<file path="src/hdl/rfdc_pkg.sv">
// Shared types and constants for the access-tag frame decoder and checker.
package rfdc_pkg;

	localparam int unsigned WORD_W  = 32;
	localparam int unsigned CARD_W  = 24;
	localparam int unsigned YEAR_W  = 12;
	localparam int unsigned YBIN_W  = 8;
	localparam int unsigned PIVOT_W = 7;
	localparam int unsigned INDEX_W = 2;

	localparam logic [WORD_W-1:0]  HEADER_RESET = 32'hBB0214FF;
	localparam logic [PIVOT_W-1:0] PIVOT_RESET  = 7'd60;
	localparam logic [YEAR_W-1:0]  CENTURY_OLD  = 12'd1900;
	localparam logic [YEAR_W-1:0]  CENTURY_NEW  = 12'd2000;

	typedef enum logic [INDEX_W-1:0] {
		REG_HEADER = 2'd0,
		REG_PIVOT  = 2'd1
	} reg_index_t;

	typedef enum logic [1:0] {
		STATUS_VALID = 2'd0,
		STATUS_CHK1  = 2'd1,
		STATUS_CHK2  = 2'd2
	} status_t;

	typedef struct packed {
		logic [CARD_W-1:0] card_hi;
		logic [CARD_W-1:0] card_lo;
		logic [YBIN_W-1:0] year_bin;
		logic              chk1_ok;
		logic              chk2_ok;
		logic              hdr_bad;
	} partial_t;

endpackage

</file>
<file path="src/hdl/rfid_frame_decode_check_top.sv">
// Top level of the access-tag frame decoder and checker with its register file.
//
//  Channel  | Handshake                     | Payload
//  ---------+-------------------------------+---------------------------------------------
//  frame    | start, busy (transfer on start && !busy) | word_first, word_middle, word_last
//  result   | done (one-cycle strobe)       | card_number, issue_year, status, header_unexpected
//  config   | cfg_valid, cfg_ready          | cfg_index, cfg_data
//
// A frame is registered on entry and passes through the extract and finish stages before its result appears on done.
// One frame can be taken in every cycle, so busy is always low.
// Reset clears the valid bits and loads the header and pivot registers with their defaults.
// The receiver cannot stall, so every stage advances on every clock.
module rfid_frame_decode_check_top
	import rfdc_pkg::*;
(
	input  logic               clk,
	input  logic               arst_n,
	input  logic               start,
	output logic               busy,
	input  logic [WORD_W-1:0]  word_first,
	input  logic [WORD_W-1:0]  word_middle,
	input  logic [WORD_W-1:0]  word_last,
	output logic               done,
	output logic [CARD_W-1:0]  card_number,
	output logic [YEAR_W-1:0]  issue_year,
	output logic [1:0]         status,
	output logic               header_unexpected,
	input  logic               cfg_valid,
	output logic               cfg_ready,
	input  logic [INDEX_W-1:0] cfg_index,
	input  logic [WORD_W-1:0]  cfg_data
);

	logic [WORD_W-1:0]  header_q;
	logic [PIVOT_W-1:0] pivot_q;
	logic               valid_s1;
	logic [WORD_W-1:0]  first_s1;
	logic [WORD_W-1:0]  middle_s1;
	logic [WORD_W-1:0]  last_s1;
	logic               valid_s2;
	partial_t           part_s2;
	status_t            status_s3;

	assign busy      = 1'b0;
	assign cfg_ready = 1'b1;

	always_ff @(posedge clk or negedge arst_n) begin
		if (!arst_n) begin
			header_q <= HEADER_RESET;
			pivot_q  <= PIVOT_RESET;
		end else if (cfg_valid && cfg_ready) begin
			unique case (cfg_index)
				REG_HEADER: header_q <= cfg_data;
				REG_PIVOT:  pivot_q  <= cfg_data[PIVOT_W-1:0];
				default: ;
			endcase
		end
	end

	always_ff @(posedge clk or negedge arst_n) begin
		if (!arst_n) begin
			valid_s1 <= 1'b0;
		end else begin
			valid_s1 <= start && !busy;
		end
	end

	always_ff @(posedge clk) begin
		if (start && !busy) begin
			first_s1  <= word_first;
			middle_s1 <= word_middle;
			last_s1   <= word_last;
		end
	end

	rfdc_extract u_extract (
		.clk             (clk),
		.arst_n          (arst_n),
		.valid_in        (valid_s1),
		.word_first      (first_s1),
		.word_middle     (middle_s1),
		.word_last       (last_s1),
		.expected_header (header_q),
		.valid_s2        (valid_s2),
		.part_s2         (part_s2)
	);

	rfdc_finish u_finish (
		.clk           (clk),
		.arst_n        (arst_n),
		.valid_in      (valid_s2),
		.part_in       (part_s2),
		.century_pivot (pivot_q),
		.valid_s3      (done),
		.card_s3       (card_number),
		.year_s3       (issue_year),
		.status_s3     (status_s3),
		.hdr_bad_s3    (header_unexpected)
	);

	assign status = status_s3;

endmodule

</file>
<file path="src/hdl/rfdc_extract.sv">
// Second pipeline stage: digit weighting, checksum folding and header compare.
module rfdc_extract
	import rfdc_pkg::*;
(
	input  logic              clk,
	input  logic              arst_n,
	input  logic              valid_in,
	input  logic [WORD_W-1:0] word_first,
	input  logic [WORD_W-1:0] word_middle,
	input  logic [WORD_W-1:0] word_last,
	input  logic [WORD_W-1:0] expected_header,
	output logic              valid_s2,
	output partial_t          part_s2
);

	partial_t   part_d;
	logic [3:0] sum1;
	logic [3:0] sum2;
	logic [3:0] mid_x;
	logic [3:0] first_x;

	always_comb begin
		mid_x   = 4'd0;
		first_x = 4'd0;
		for (int i = 0; i < 8; i++) begin
			mid_x   = mid_x ^ word_middle[4*i +: 4];
			first_x = first_x ^ word_first[4*i +: 4];
		end
		sum1 = mid_x ^ word_last[31:28] ^ word_last[27:24];
		sum2 = first_x ^ mid_x ^ word_last[31:28] ^ word_last[27:24] ^ word_last[23:20];

		part_d.card_hi = CARD_W'(word_middle[31:28]) * CARD_W'(1000000)
			+ CARD_W'(word_middle[27:24]) * CARD_W'(100000)
			+ CARD_W'(word_middle[23:20]) * CARD_W'(10000);
		part_d.card_lo = CARD_W'(word_middle[7:4]) * CARD_W'(1000)
			+ CARD_W'(word_middle[3:0]) * CARD_W'(100)
			+ CARD_W'(word_last[31:28]) * CARD_W'(10)
			+ CARD_W'(word_last[27:24]);
		part_d.year_bin = YBIN_W'(word_middle[19:16]) * YBIN_W'(10)
			+ YBIN_W'(word_middle[15:12]);
		part_d.chk1_ok = (sum1 == word_last[23:20]);
		part_d.chk2_ok = (sum2 == word_last[19:16]);
		part_d.hdr_bad = (word_first != expected_header);
	end

	always_ff @(posedge clk or negedge arst_n) begin
		if (!arst_n) begin
			valid_s2 <= 1'b0;
		end else begin
			valid_s2 <= valid_in;
		end
	end

	always_ff @(posedge clk) begin
		if (valid_in) begin
			part_s2 <= part_d;
		end
	end

endmodule

</file>
<file path="src/hdl/rfdc_finish.sv">
// Third pipeline stage: card number sum, century window and status encoding.
module rfdc_finish
	import rfdc_pkg::*;
(
	input  logic               clk,
	input  logic               arst_n,
	input  logic               valid_in,
	input  partial_t           part_in,
	input  logic [PIVOT_W-1:0] century_pivot,
	output logic               valid_s3,
	output logic [CARD_W-1:0]  card_s3,
	output logic [YEAR_W-1:0]  year_s3,
	output status_t            status_s3,
	output logic               hdr_bad_s3
);

	logic [CARD_W-1:0] card_d;
	logic [YEAR_W-1:0] year_d;
	status_t           status_d;

	always_comb begin
		card_d = part_in.card_hi + part_in.card_lo;
		if (part_in.year_bin > {1'b0, century_pivot}) begin
			year_d = YEAR_W'(part_in.year_bin) + CENTURY_OLD;
		end else begin
			year_d = YEAR_W'(part_in.year_bin) + CENTURY_NEW;
		end
		if (!part_in.chk1_ok) begin
			status_d = STATUS_CHK1;
		end else if (!part_in.chk2_ok) begin
			status_d = STATUS_CHK2;
		end else begin
			status_d = STATUS_VALID;
		end
	end

	always_ff @(posedge clk or negedge arst_n) begin
		if (!arst_n) begin
			valid_s3 <= 1'b0;
		end else begin
			valid_s3 <= valid_in;
		end
	end

	always_ff @(posedge clk) begin
		if (valid_in) begin
			card_s3    <= card_d;
			year_s3    <= year_d;
			status_s3  <= status_d;
			hdr_bad_s3 <= part_in.hdr_bad;
		end
	end

endmodule
</file>
<file path="config.mk">
export PLATFORM = sky130hd
export DESIGN_NAME = rfid_frame_decode_check_top
export DESIGN_NICKNAME = d
export VERILOG_FILES = /design/src/hdl/rfdc_pkg.sv /design/src/hdl/rfid_frame_decode_check_top.sv /design/src/hdl/rfdc_extract.sv /design/src/hdl/rfdc_finish.sv
export SDC_FILE = /design/constraint.sdc
export NUM_CORES = 1
export LEC_CHECK = 0
export BUFFER_PORTS_ARGS = -buffer_cell sky130_fd_sc_hd__buf_2
export CAP_MARGIN = 10
export CORE_UTILIZATION = 45
export DETAILED_ROUTE_END_ITERATION = 10
export GPL_ROUTABILITY_DRIVEN = 0
export HOLD_SLACK_MARGIN = 0.03
export SLEW_MARGIN = 0
export SYNTH_ARGS = -nofsm -noshare
export SYNTH_HDL_FRONTEND = slang
export SYNTH_SLANG_ARGS = --single-unit
</file>
<file path="constraint.sdc">
create_clock -name clk -period 6.3 [get_ports clk]
set_clock_uncertainty 0.1 [all_clocks]
set_input_delay 0.315 -clock clk [delete_from_list [all_inputs] [get_ports clk]]
set_output_delay 0.315 -clock clk [all_outputs]
set_load 0.02 [all_outputs]
</file>
# Word-level counts from Yosys, hierarchy flattened
# Cells that the tools add are included.
totals:
  output_inout_bits: 42
  regBits: 236
  inputBits: 134
  wordCells: 64
op_classes:
  add_sub_neg: 9
  mux: 2
  n_bitwise: 20
  mul: 7
  reduce_logical: 3
  n_eq_ne: 4
  order_cmp: 1
op_table:
  columns: ["op", "count"]
  rows:
  - ["4-bit XOR", 20]
  - ["32-bit inequality test", 1]
  - ["24-bit by 18-bit adder with 24-bit output", 1]
  - ["24-bit by 21-bit adder with 24-bit output", 1]
  - ["24-bit adder", 1]
  - ["24-bit by 4-bit adder with 24-bit output", 1]
  - ["24-bit by 8-bit adder with 24-bit output", 1]
  - ["8-bit by 11-bit adder with 12-bit output (second input constant)", 2]
  - ["4-bit by 14-bit multiplier with 18-bit output (second input constant)", 1]
  - ["4-bit by 12-bit multiplier with 16-bit output (second input constant)", 1]
  - ["14-bit by 11-bit adder with 15-bit output", 1]
  - ["4-bit by 10-bit multiplier with 14-bit output (second input constant)", 1]
  - ["4-bit by 3-bit multiplier with 7-bit output (second input constant)", 2]
  - ["12-bit two-way mux", 1]
  - ["4-bit by 7-bit multiplier with 11-bit output (second input constant)", 1]
  - ["4-bit by 5-bit multiplier with 9-bit output (second input constant)", 1]
  - ["8-bit by 4-bit adder with 8-bit output", 1]
  - ["4-bit equality test", 2]
  - ["8-bit by 7-bit greater-than comparator with 1-bit output", 1]
  - ["2-bit AND reduction", 2]
  - ["2-bit by 1-bit equality test with 1-bit output (second input constant)", 1]
  - ["2-bit logical NOT", 1]
  - ["2-bit two-way mux", 1]

# Logic depth before layout (Yosys ltp)
# Gate-level depths: netlist of run 1.
depth:
  depth_word: 12
  ltp_mapped: 22
  depth_no_buf: 22

# Hierarchy
# Synthesis of run 1 repeated with hierarchy kept, for this count alone.
unflattened:
  cells_unflattened: 1169
  area_unflattened_um2: 14410.1
modules_own_cells:
  columns: ["mod", "cells_per_inst", "instances", "seq_area_each_um2", "area_per_inst_um2"]
  rows:
  - ["rfdc_extract", 688, 1, 1406.3, 6866.6]
  - ["rfid_frame_decode_check_top", 184, 1, 3910.0, 4431.8]
  - ["rfdc_finish", 297, 1, 1196.1, 3111.7]

# Least setup slack after synthesis of run 1
# Ideal clock, no wire load.
synth_path:
  path_type: "reg-to-reg"
  from: "reg middle_s1[22]"
  to: "reg, netlist name u_extract.part_s2[58]"
  stages_incl_launch_ff: 23
  setup_ns: 0.259
  period_less_slack_ns: 4.845
  t_required_ns: 5.941
  path_slack_ns: 1.455
  n_path_buf: 0
  t_arrival_ns: 4.487
  cell_sequence: "edfxtp_1 > inv_1 > fa_1 > inv_1 > ha_1 > inv_1 > fa_1 > inv_1 > a21oi_1 > o21ai_0 > and2_1 > o21ai_0 > xnor2_1 > fa_1 > inv_1 > ha_1 > nor2_1 > nor2_1 > a311oi_1 > o22ai_1 > o21a_1 > o21ai_1 > xnor2_1"
synth_lines:
  columns: ["item", "line_no", "rtl"]
  rows:
  - ["from (decl)", "rfid_frame_decode_check_top.sv:38", "logic [WORD_W-1:0] middle_s1;"]
  - ["from (signal assigned)", "rfid_frame_decode_check_top.sv:71", "middle_s1 <= word_middle;"]

==> reports/summary.txt, run 1 <==
Req. time, crit path: 6470 ps
Register area share after synthesis: 46.7%
Die width: 172 µm
WL/cell: 16.6 µm
R2R cell count: 22
Synth warnings: 0
Core Box Area: 28100 µm²
Final setup vio count: 0
Met3 routed WL: 1000 µm
Worst Tran Pin Value: 1090 ps
H-tree depth: 1
Cell Area, Synth: 13000 µm²
Highest clock rate: 190 MHz
Pwr Density: 416 nW/µm²
Critical path type: register to register
Crit share post-route: 83.7%
Syn Inst Count: 1033
Multi-input gate area: 6520 µm²
Pins over their slew limit: 0
Starting density of the core: 46.2%
Vias in the first global route: 8559
Setup TNS: 0 ps
First-pass GRT wire length: 44100 µm
Port Buffer Count: 157
Clock period minus final worst setup slack: 5270 ps
Total GRT Usage: 19.5%
DRT iter0 DRCs: 353
Grt ovf: 0
CTS tree: yes
P_leak: 0.00681 µW
M1 WL: 13000 µm
Cell variety after synth: 66
Die height: 172 µm
Die area: 29500 µm²
Worst Path Max Fanout: 7
Final instance area: 16100 µm²
Worst-Skew Late Latency: 520 ps
Wire length on met2: 13900 µm
Max layer used: met4
Syn Area/Cell: 12.6 µm²
Post-DR vias/cell: 4.90
Post-DP HPWL: 21000 µm
Vias: 8448
Post-Route WL: 28700 µm
Clock sink count: 208
Type of origin of the critical path: register
CTS root buffer: clkbuf_16
Most used DFF post-synth: edfxtp_1
MaxCap Viol Count: 0
CP max stage cell: edfxtp_1
Number of nets in the finished design: 1640
Synth Register Bits: 208
IO Pins: 176
Cell Rows: 61
EDFF count, synth: 166
TritonCTS buffer count: 24
Nature of the critical path endpoint: register
Worst Hold Class: input port to register
Unrepaired setup endpoints after global routing: false
Async S/R FF share, synth: 20.2%
CTS clk-pin slew, worst paths: 60 ps
Final hold violations: 0
Total power: 6710 µW
Area after DPL: 14200 µm²
Max incr delay on CP: 550 ps
Layout Area Growth over Synthesis: 24.2%
Remaining antenna violation count: 0
Status: complete, no violations
CTS max path bufs: 3
Largest net degree at the start of global routing: 49
Cell Chain, Critical Path: inv_1 -> fa_1 -> inv_1 -> ha_1 -> inv_1 -> fa_1 -> inv_1 -> a21oi_1 -> o21ai_0 -> and2_1 -> o21ai_0 -> xnor2_1 -> fa_1 -> inv_1 -> ha_1 -> nor2_1 -> nor2_1 -> a311oi_1 -> o22ai_1 -> o21a_1 -> o21ai_1 -> xnor2_1
Fillers: 2337
Drt first pass iters: 4
CP dominant cell by count: inv_1
CP Data Arrival Time: 5440 ps
Reg area: 6060 µm²
Worst rel slew slack: 27.3%
Antenna violations before repair: 0
Post-CTS setup buffer count: 0
Share of cells above drive strength 1: 20.3%
DR DRC count: 0
Max VDD drop: 0.198 mV
Hold Path Depth: 1
[power by group]
group	internal, µW	switching, µW	total, µW
Clock	756	557	1310
Combinational	1460	1730	3190
Sequential	2000	204	2200
[synth_stat cells, drive strengths merged (5+ instances only)]
library cell  number  area (µm²)
nor2              41         156
xor2              47         419
a31oi              6        37.5
a21oi             41         209
nand4             11        68.8
mux2              40         450
nor3               6        30.0
xnor2            147        1290
nand2b             8        50.1
or3                5        36.3
edfxtp           166        4980
o21bai            10        75.1
fa                37         741
dfrtp             21         526
o21a              17         128
o31ai              5        42.5
a211oi             5        42.5
nor2b             11        68.8
ha               144        1800
dfstp             21         552
nand2             20        75.1
nand3              9        45.0
o21ai             38         194
a21o              18         136
inv              102         383
[placed cells by master (no fill, tap or decap), types with 3 or more instances in the layout]
master,netlist,layout
o21bai_1,10,10
nor4_1,3,3
or4_1,3,3
o31ai_1,4,4
nor2b_1,11,11
nor2_1,40,40
and3_1,3,3
clkbuf_1,4,4
o21a_1,17,17
clkbuf_16,0,24
buf_2,0,156
mux2_2,40,40
clkinv_1,0,7
nand2b_1,8,8
nand4_1,11,11
buf_4,2,3
a21o_1,17,17
inv_1,102,102
xnor2_1,147,147
xor2_1,46,46
nand3_1,9,9
o22ai_1,3,3
or3_1,4,4
a21oi_1,40,40
dlygate4sd3_1,0,113
dfrtp_1,21,19
conb_1,2,3
ha_1,144,144
o21ai_0,35,35
nand2_1,20,20
edfxtp_1,166,166
a211oi_1,4,4
dfstp_2,21,21
nor3_1,6,6
a31oi_1,6,6
fa_1,37,37
[worst max-delay path: cells and delay by family, from the launching register on]
family                   cells  cell delay [ps]
buffers and inverters        5              380
flip-flops                   1              550
adder cells (fa/ha/maj)      5             2140
XOR/XNOR                     2              300
AO/OA/AOI/OAI                7             1160
AND/OR/NAND/NOR              3              390
[layer usage]
layer  global-route usage, %  up-vias
li1                        -     4242
met5                       0        -
met1                    25.8     4011
met4                    6.54        0
met2                    33.2      153
met3                    2.33       42
[final cells by class]
cell class	instances	share of cell area, %
timing repair buffer	272	12.0
sequential	208	37.6
clock buffer	29	3.90
inverter	102	2.37
clock inverter	15	0.737
multi-input combinational	717	40.4
tap	378	2.93
antenna	2	0.0310
[path summary, 6_finish.rpt]
kind	start	end	slack, ps
worst max-delay path	middle_s1[22]$_DFFE_PP_	u_extract.part_s2[58]$_DFFE_PP_	1030
worst min-delay path	start	middle_s1[30]$_DFFE_PP_	220
worst max register to register	middle_s1[22]$_DFFE_PP_	u_extract.part_s2[58]$_DFFE_PP_	1030
worst min register to register	u_extract.part_s2[12]$_DFFE_PP_	u_finish.card_s3[1]$_DFFE_PP_	320
max in group asynchronous	arst_n	valid_s1$_DFF_PN0_	5010
min in group asynchronous	arst_n	header_q[30]$_DFFE_PN0P_	410
[cells by family (layout without fill, tap and decap cells)]
family | Yosys count | after routing | synth area share (%)
AOI/OAI and AO/OA | 164 | 164 | 8.40
buffers and inverters | 109 | 418 | 3.21
DFF | 208 | 208 | 46.7
muxes | 42 | 42 | 3.62
adders and majority gates | 181 | 181 | 19.6
xor gates and xnor gates | 194 | 194 | 13.1
and+or+nand+nor | 133 | 133 | 5.33
other | 2 | 5 | 0.0578
[stage by stage]
stage,instances,setup slack (ps),utilization [%],hold slack [ps]
after CTS,1721,1040,57.4,206
after global routing,1721,706,57.4,222
after detailed placement,1564,1030,50.7,305
final,1723,1030,57.4,215
after global placement,1564,1080,50.7,301
after floorplan,1034,1450,-,-80.6
[repair_timing]
action | 4_1_cts | 5_1_grt
endpoints found under the hold margin | 140 | 0
gates resized for setup | 0 | 0
hold buffers | 113 | 0
[registers in the layout, indices dropped and copies added, names as in the netlist]
| signal | cells |
|---|---|
| u_finish.card_s3 | 24 |
| u_extract.part_s2 | 47 |
| valid_s1 | 1 |
| u_extract.valid_s2 | 1 |
| u_finish.status_s3 | 2 |
| pivot_q | 7 |
| header_q | 32 |
| u_finish.year_s3 | 12 |
| middle_s1 | 32 |
| u_finish.hdr_bad_s3 | 1 |
| first_s1 | 32 |
| last_s1 | 16 |
| u_finish.valid_s3 | 1 |
(Power assumes the default switching activity.)
==> run 2, diff against run 1 <==
==> constraint.sdc (replaced) <==
create_clock -name clk -period 5.49 [get_ports clk]
set_clock_uncertainty 0.1 [all_clocks]
set_input_delay 0.2745 -clock clk [delete_from_list [all_inputs] [get_ports clk]]
set_output_delay 0.2745 -clock clk [all_outputs]
set_load 0.02 [all_outputs]
==> run 2 against run 1 <==
  * Cell count is 0.35% higher
  * Power rose by 15%
  * Hold slack better by 100 ps
  * Critical endpoint unchanged
  * Critical path type unchanged
  * Largest power group unchanged
==> reports/summary.txt, run 2 (synthesized netlist as in run 1, its figures left out) <==
Status: complete, no violations (unchanged)
Clock period minus final worst setup slack: 5120 ps (was 5270 ps)
Worst-Skew Late Latency: 510 ps (was 520 ps)
Unrepaired setup endpoints after global routing: false (unchanged)
Layout Area Growth over Synthesis: 24.5% (was 24.2%)
Worst rel slew slack: 27.1% (was 27.3%)
TritonCTS buffer count: 24 (unchanged)
Vias: 8575 (was 8448)
Final setup vio count: 0 (unchanged)
Util after Layout: 57.6% (was 57.4%)
Cell Chain, Critical Path: inv_1 -> fa_1 -> inv_1 -> ha_1 -> inv_1 -> fa_1 -> inv_1 -> a21oi_1 -> o21ai_1 -> and2_1 -> o21ai_0 -> xnor2_1 -> fa_1 -> inv_1 -> ha_1 -> nor2_1 -> nor2_1 -> a311oi_1 -> o22ai_1 -> o21a_1 -> o21ai_1 -> xnor2_1 (was inv_1 -> fa_1 -> inv_1 -> ha_1 -> inv_1 -> fa_1 -> inv_1 -> a21oi_1 -> o21ai_0 -> and2_1 -> o21ai_0 -> xnor2_1 -> fa_1 -> inv_1 -> ha_1 -> nor2_1 -> nor2_1 -> a311oi_1 -> o22ai_1 -> o21a_1 -> o21ai_1 -> xnor2_1)
Req. time, crit path: 5650 ps (was 6470 ps)
Max VDD drop: 0.267 mV (was 0.198 mV)
Largest delay share family, worst path: adder cells (unchanged)
Commonest cells after routing, fill and taps aside: 166 x edfxtp_1, 156 x buf_2, 147 x xnor2_1 (unchanged)
DRT iter0 DRCs: 533 (was 353)
CP Buf/Inv Count: 5 (unchanged)
Total power: 7710 µW (was 6710 µW)
Setup TNS: 0 ps (unchanged)
CTS max path bufs: 3 (unchanged)
Max incr delay on CP: 550 ps (about the same)
Highest clock rate: 195 MHz (was 190 MHz)
Commonest non-fill, non-tap cell in the layout: edfxtp_1 (unchanged)
Antenna violations before repair: 1 (was 0)
IO Pins: 176 (unchanged)
Hold Path Depth: 0 (was 1)
CP Data Arrival Time: 5280 ps (was 5440 ps)
Worst Tran Pin Value: 1090 ps (about the same)
Starting density of the core: 46.2% (unchanged)
Worst Hold Class: register to register (was input port to register)
Post-DR vias/cell: 4.96 (was 4.90)
Die height: 172 µm (unchanged)
Nature of the critical path endpoint: register (unchanged)
Clock sink count: 208 (unchanged)
Number of nets in the finished design: 1647 (was 1640)
First-pass GRT wire length: 44700 µm (was 44100 µm)
Area after DPL: 14300 µm² (was 14200 µm²)
CP dominant cell by count: inv_1 (unchanged)
CP max stage cell: fa_1 (was edfxtp_1)
Total stage count of the critical path: 22 (unchanged)
Largest register by flop count: u_extract.part_s2 (unchanged)
Critical path type: register to register (unchanged)
Port Buffer Count: 157 (unchanged)
Non-Filler Instances: 1729 (was 1723)
Die width: 172 µm (unchanged)
Core Box Area: 28100 µm² (unchanged)
Die area: 29500 µm² (unchanged)
DR DRC count: 0 (unchanged)
R2R cell count: 22 (unchanged)
Final hold violations: 0 (unchanged)
Pwr Density: 477 nW/µm² (was 416 nW/µm²)
Crit share post-route: 93.2% (was 83.7%)
MaxCap Viol Count: 0 (unchanged)
H-tree depth: 1 (unchanged)
Total GRT Usage: 19.8% (was 19.5%)
Type of origin of the critical path: register (unchanged)
CTS tree: yes (unchanged)
P_leak: 0.00685 µW (was 0.00681 µW)
Post-DP HPWL: 21300 µm (was 21000 µm)
Post-Route WL: 28800 µm (was 28700 µm)
CTS root buffer: clkbuf_16 (unchanged)
Pins over their slew limit: 0 (unchanged)
Vias in the first global route: 8636 (was 8559)
Final instance area: 16200 µm² (was 16100 µm²)
CTS clk-pin slew, worst paths: 60 ps (about the same)
Worst Path Max Fanout: 5 (was 7)
Largest net degree at the start of global routing: 71 (was 49)
Drt first pass iters: 5 (was 4)
WL/cell: 16.7 µm (was 16.6 µm)
Share of cells above drive strength 1: 20.6% (was 20.3%)
Max FFs per register: 47 (unchanged)
Cell Rows: 61 (unchanged)
Grt ovf: 0 (unchanged)
Remaining antenna violation count: 0 (unchanged)
Dpl cells: 1568 (was 1564)
run 2: changes by cell type in the layout (fill, tap and decap cells not counted), sizes merged:
cell         before  now
clkbuf           29   32
dlygate4sd3     113  114
clkinvlp          2    1
buf             159  165
clkinv           11    8
run 2: path summary, 6_finish.rpt:
path	from	end	slack (ps)
hold reg to reg	u_extract.part_s2[12]$_DFFE_PP_	u_finish.card_s3[1]$_DFFE_PP_	320
setup / recovery	middle_s1[23]$_DFFE_PP_	u_extract.part_s2[58]$_DFFE_PP_	370
hold / removal	u_extract.part_s2[12]$_DFFE_PP_	u_finish.card_s3[1]$_DFFE_PP_	320
max in group asynchronous	arst_n	u_extract.valid_s2$_DFF_PN0_	4220
min in group asynchronous	arst_n	header_q[30]$_DFFE_PN0P_	370
setup reg to reg	middle_s1[23]$_DFFE_PP_	u_extract.part_s2[58]$_DFFE_PP_	370
run 2: timing repair:
| action | 4_1_cts | 5_1_grt |
|---|---|---|
| setup endpoints to repair | 0 | 1 |
| gates resized for setup | 0 | 1 |
| setup buffers | 0 | 2 |
| endpoints found under the hold margin | 151 | 0 |
| hold buffers | 114 | 0 |
run 2: per-layer routing:
| layer | share of wire [%] | vias up | GRT usage, % | wire length, µm |
|---|---|---|---|---|
| met2 | 49 | 189 | 34.0 | 14000 |
| met3 | 3.7 | 33 | 2.11 | 1080 |
| met5 | 0 | - | 0 | 0 |
| li1 | - | 4258 | - | - |
| met4 | 2.3 | 0 | 5.00 | 648 |
| met1 | 45 | 4095 | 26.7 | 13100 |
run 2: report_power, final:
part	switching, µW	total [µW]	internal (µW)	leakage (µW)
clock network	619	1510	891	0.000363
registers	232	2530	2290	0.00209
logic	1990	3680	1690	0.00440
run 2: final cells by class:
class | instances | area (µm²)
Multi-Input combinational cell | 717 | 6520
Sequential cell | 208 | 6060
Inverter | 102 | 383
Tap cell | 378 | 473
Fill cell | 2350 | 11900
Timing Repair Buffer | 279 | 1990
Clock inverter | 11 | 81.3
Clock buffer | 32 | 662
Antenna cell | 2 | 5.00
run 2: per-stage QoR:
stage	setup slack, ps	hold WS [ps]
floorplan	645	-121
global placement	436	300
detailed placement	309	305
CTS	321	321
global route	21.5	323
finish	372	317
==> run 3, diff against run 2 <==
--- a/config.mk
+++ b/config.mk
@@ -7,10 +7,13 @@
 export LEC_CHECK = 0
 export BUFFER_PORTS_ARGS = -buffer_cell sky130_fd_sc_hd__buf_2
 export CAP_MARGIN = 10
-export CORE_UTILIZATION = 45
+export CELL_PAD_IN_SITES_DETAIL_PLACEMENT = 1
+export CELL_PAD_IN_SITES_GLOBAL_PLACEMENT = 2
+export CORE_UTILIZATION = 40
 export DETAILED_ROUTE_END_ITERATION = 10
 export GPL_ROUTABILITY_DRIVEN = 0
 export HOLD_SLACK_MARGIN = 0.03
+export PLACE_DENSITY_LB_ADDON = 0.1
 export SLEW_MARGIN = 0
 export SYNTH_ARGS = -nofsm -noshare
 export SYNTH_HDL_FRONTEND = slang
==> run 3 against run 2 <==
  * Register-to-register slack improved by 150 ps
  * Largest cell class unchanged
  * Critical endpoint unchanged
  * Die area is 12% higher
  * Fmax grew 3.1%
==> reports/summary.txt, run 3 (synthesized netlist as in run 1, its figures left out) <==
Status: complete, no violations (unchanged)
Post-DP HPWL: 22800 µm (was 21300 µm)
Clock sink count: 208 (unchanged)
Core Box Area: 31700 µm² (was 28100 µm²)
Antenna violations before repair: 0 (was 1)
DRT iter0 DRCs: 379 (was 533)
Vias in the first global route: 9439 (was 8636)
Largest register by flop count: u_extract.part_s2 (unchanged)
Setup TNS: 0 ps (unchanged)
Dpl cells: 1593 (was 1568)
Number of nets in the finished design: 1650 (was 1647)
Nature of the critical path endpoint: register (unchanged)
Grt ovf: 0 (unchanged)
Crit share post-route: 90.4% (was 93.2%)
CTS tree: yes (unchanged)
IO Pins: 176 (unchanged)
Worst Hold Class: input port to register (was register to register)
Drt first pass iters: 4 (was 5)
Commonest cells after routing, fill and taps aside: 166 x edfxtp_1, 156 x buf_2, 147 x xnor2_1 (unchanged)
Port Buffer Count: 157 (unchanged)
Highest clock rate: 201 MHz (was 195 MHz)
Worst rel slew slack: 26.1% (was 27.1%)
CTS root buffer: clkbuf_16 (unchanged)
WL/cell: 17.7 µm (was 16.7 µm)
H-tree depth: 1 (unchanged)
P_leak: 0.00686 µW (was 0.00685 µW)
Layout Area Growth over Synthesis: 24.9% (was 24.5%)
Post-Route WL: 31100 µm (was 28800 µm)
Starting density of the core: 41.0% (was 46.2%)
DR DRC count: 0 (unchanged)
Cell Rows: 65 (was 61)
Die height: 182 µm (was 172 µm)
Clock period minus final worst setup slack: 4960 ps (was 5120 ps)
Commonest non-fill, non-tap cell in the layout: edfxtp_1 (unchanged)
Total GRT Usage: 19.4% (was 19.8%)
CP Data Arrival Time: 5150 ps (was 5280 ps)
First-pass GRT wire length: 50100 µm (was 44700 µm)
Vias: 8564 (was 8575)
Critical path type: register to register (unchanged)
Reg2Reg Setup Slack: 530 ps (was 370 ps)
Final hold violations: 0 (unchanged)
Worst-Skew Late Latency: 550 ps (was 510 ps)
Antenna Cells: 0 (was 2)
Pins over their slew limit: 0 (unchanged)
Share of cells above drive strength 1: 20.7% (was 20.6%)
Largest net degree at the start of global routing: 64 (was 71)
Pwr Density: 479 nW/µm² (was 477 nW/µm²)
Worst Tran Pin Value: 1110 ps (was 1090 ps)
TritonCTS buffer count: 25 (was 24)
Final setup vio count: 0 (unchanged)
Die area: 33200 µm² (was 29500 µm²)
Req. time, crit path: 5680 ps (was 5650 ps)
Non-Filler Instances: 1756 (was 1729)
CTS clk-pin slew, worst paths: 60 ps (about the same)
Max VDD drop: 0.261 mV (was 0.267 mV)
Remaining antenna violation count: 0 (unchanged)
Die width: 182 µm (was 172 µm)
CTS max path bufs: 3 (unchanged)
Max FFs per register: 47 (unchanged)
Type of origin of the critical path: register (unchanged)
MaxCap Viol Count: 0 (unchanged)
Unrepaired setup endpoints after global routing: false (unchanged)
Worst Path Max Fanout: 5 (unchanged)
Post-DR vias/cell: 4.88 (was 4.96)
==> run 3: cell types whose count changed in the layout (fill, tap and decap cells not counted), sizes merged <==
cell    delta
diode      -2
inv        +2
buf        +2
clkinv     -3
bufinv     -1
clkbuf     +5
==> run 3: repair_timing <==
| item | in CTS | in global routing |
|---|---|---|
| setup endpoints to repair | 0 | 1 |
| endpoints found under the hold margin | 158 | 0 |
| buffers inserted | 0 | 3 |
| gates resized for setup | 0 | 4 |
| hold buffers | 114 | 0 |
==> run 3: worst paths after layout <==
check | startpoint | to | cells after the start
hold reg to reg | u_extract.part_s2[14]$_DFFE_PP_ | u_finish.card_s3[3]$_DFFE_PP_ | 0
hold / removal | cfg_valid | pivot_q[5]$_DFFE_PN1P_ | 3
max in group asynchronous | arst_n | valid_s1$_DFF_PN0_ | 3
setup reg to reg | middle_s1[27]$_DFFE_PP_ | u_extract.part_s2[58]$_DFFE_PP_ | 21
setup / recovery | middle_s1[27]$_DFFE_PP_ | u_extract.part_s2[58]$_DFFE_PP_ | 21
min in group asynchronous | arst_n | header_q[23]$_DFFE_PN0P_ | 3
==> run 3: final cells by class <==
cell class,instances,area [µm²]
multi-input combinational,717,6530
timing repair buffer,281,2000
sequential,208,6060
clock inverter,9,71.3
inverter,102,383
fill,3275,15500
tap,402,503
clock buffer,37,671
==> run 3: layer usage <==
metal  routed length [µm]  share of wire, %  track usage [%]  up-vias
li1                     -                 -                -     4248
met3                 1150               3.7             2.37       40
met5                    0                 0                0        -
met4                  663               2.1             4.54        0
met2                15600                50             35.4      150
met1                13700                44             24.3     4126
==> run 3: critical path, cell delays in order (launching register included) <==
cell	delay, ps
edfxtp_1	530
ha_1	270
xor2_1	150
ha_1	190
a21o_1	150
ha_1	330
a31oi_1	140
o21bai_1	140
a21oi_1	100
o21ai_0	380
nand2_1	120
xor2_1	170
fa_1	500
inv_1	40
ha_1	360
nand4_1	170
o21bai_1	90
a311oi_1	210
o22ai_1	140
o21a_1	200
o21ai_1	140
xnor2_1	90
==> run 3: power by group <==
part	switching [µW]	internal [µW]
clock	680	856
combinational	2040	1690
sequential	218	2290
==> run 3: stage by stage <==
| stage | setup slack, ps | area (µm²) | util (%) | hold WS [ps] | power [µW] |
|---|---|---|---|---|---|
| after floorplan | 645 | 13000 | - | -121 | 5310 |
| final | 526 | 16200 | 51.1 | 257 | 7780 |
| after detailed placement | 330 | 14300 | 45.1 | 307 | 6240 |
| after global placement | 387 | 14300 | 45.1 | 303 | 6180 |
| after global routing | 55.9 | 16200 | 51.1 | 289 | 8410 |
| after CTS | 308 | 16200 | 51.1 | 244 | 7880 |
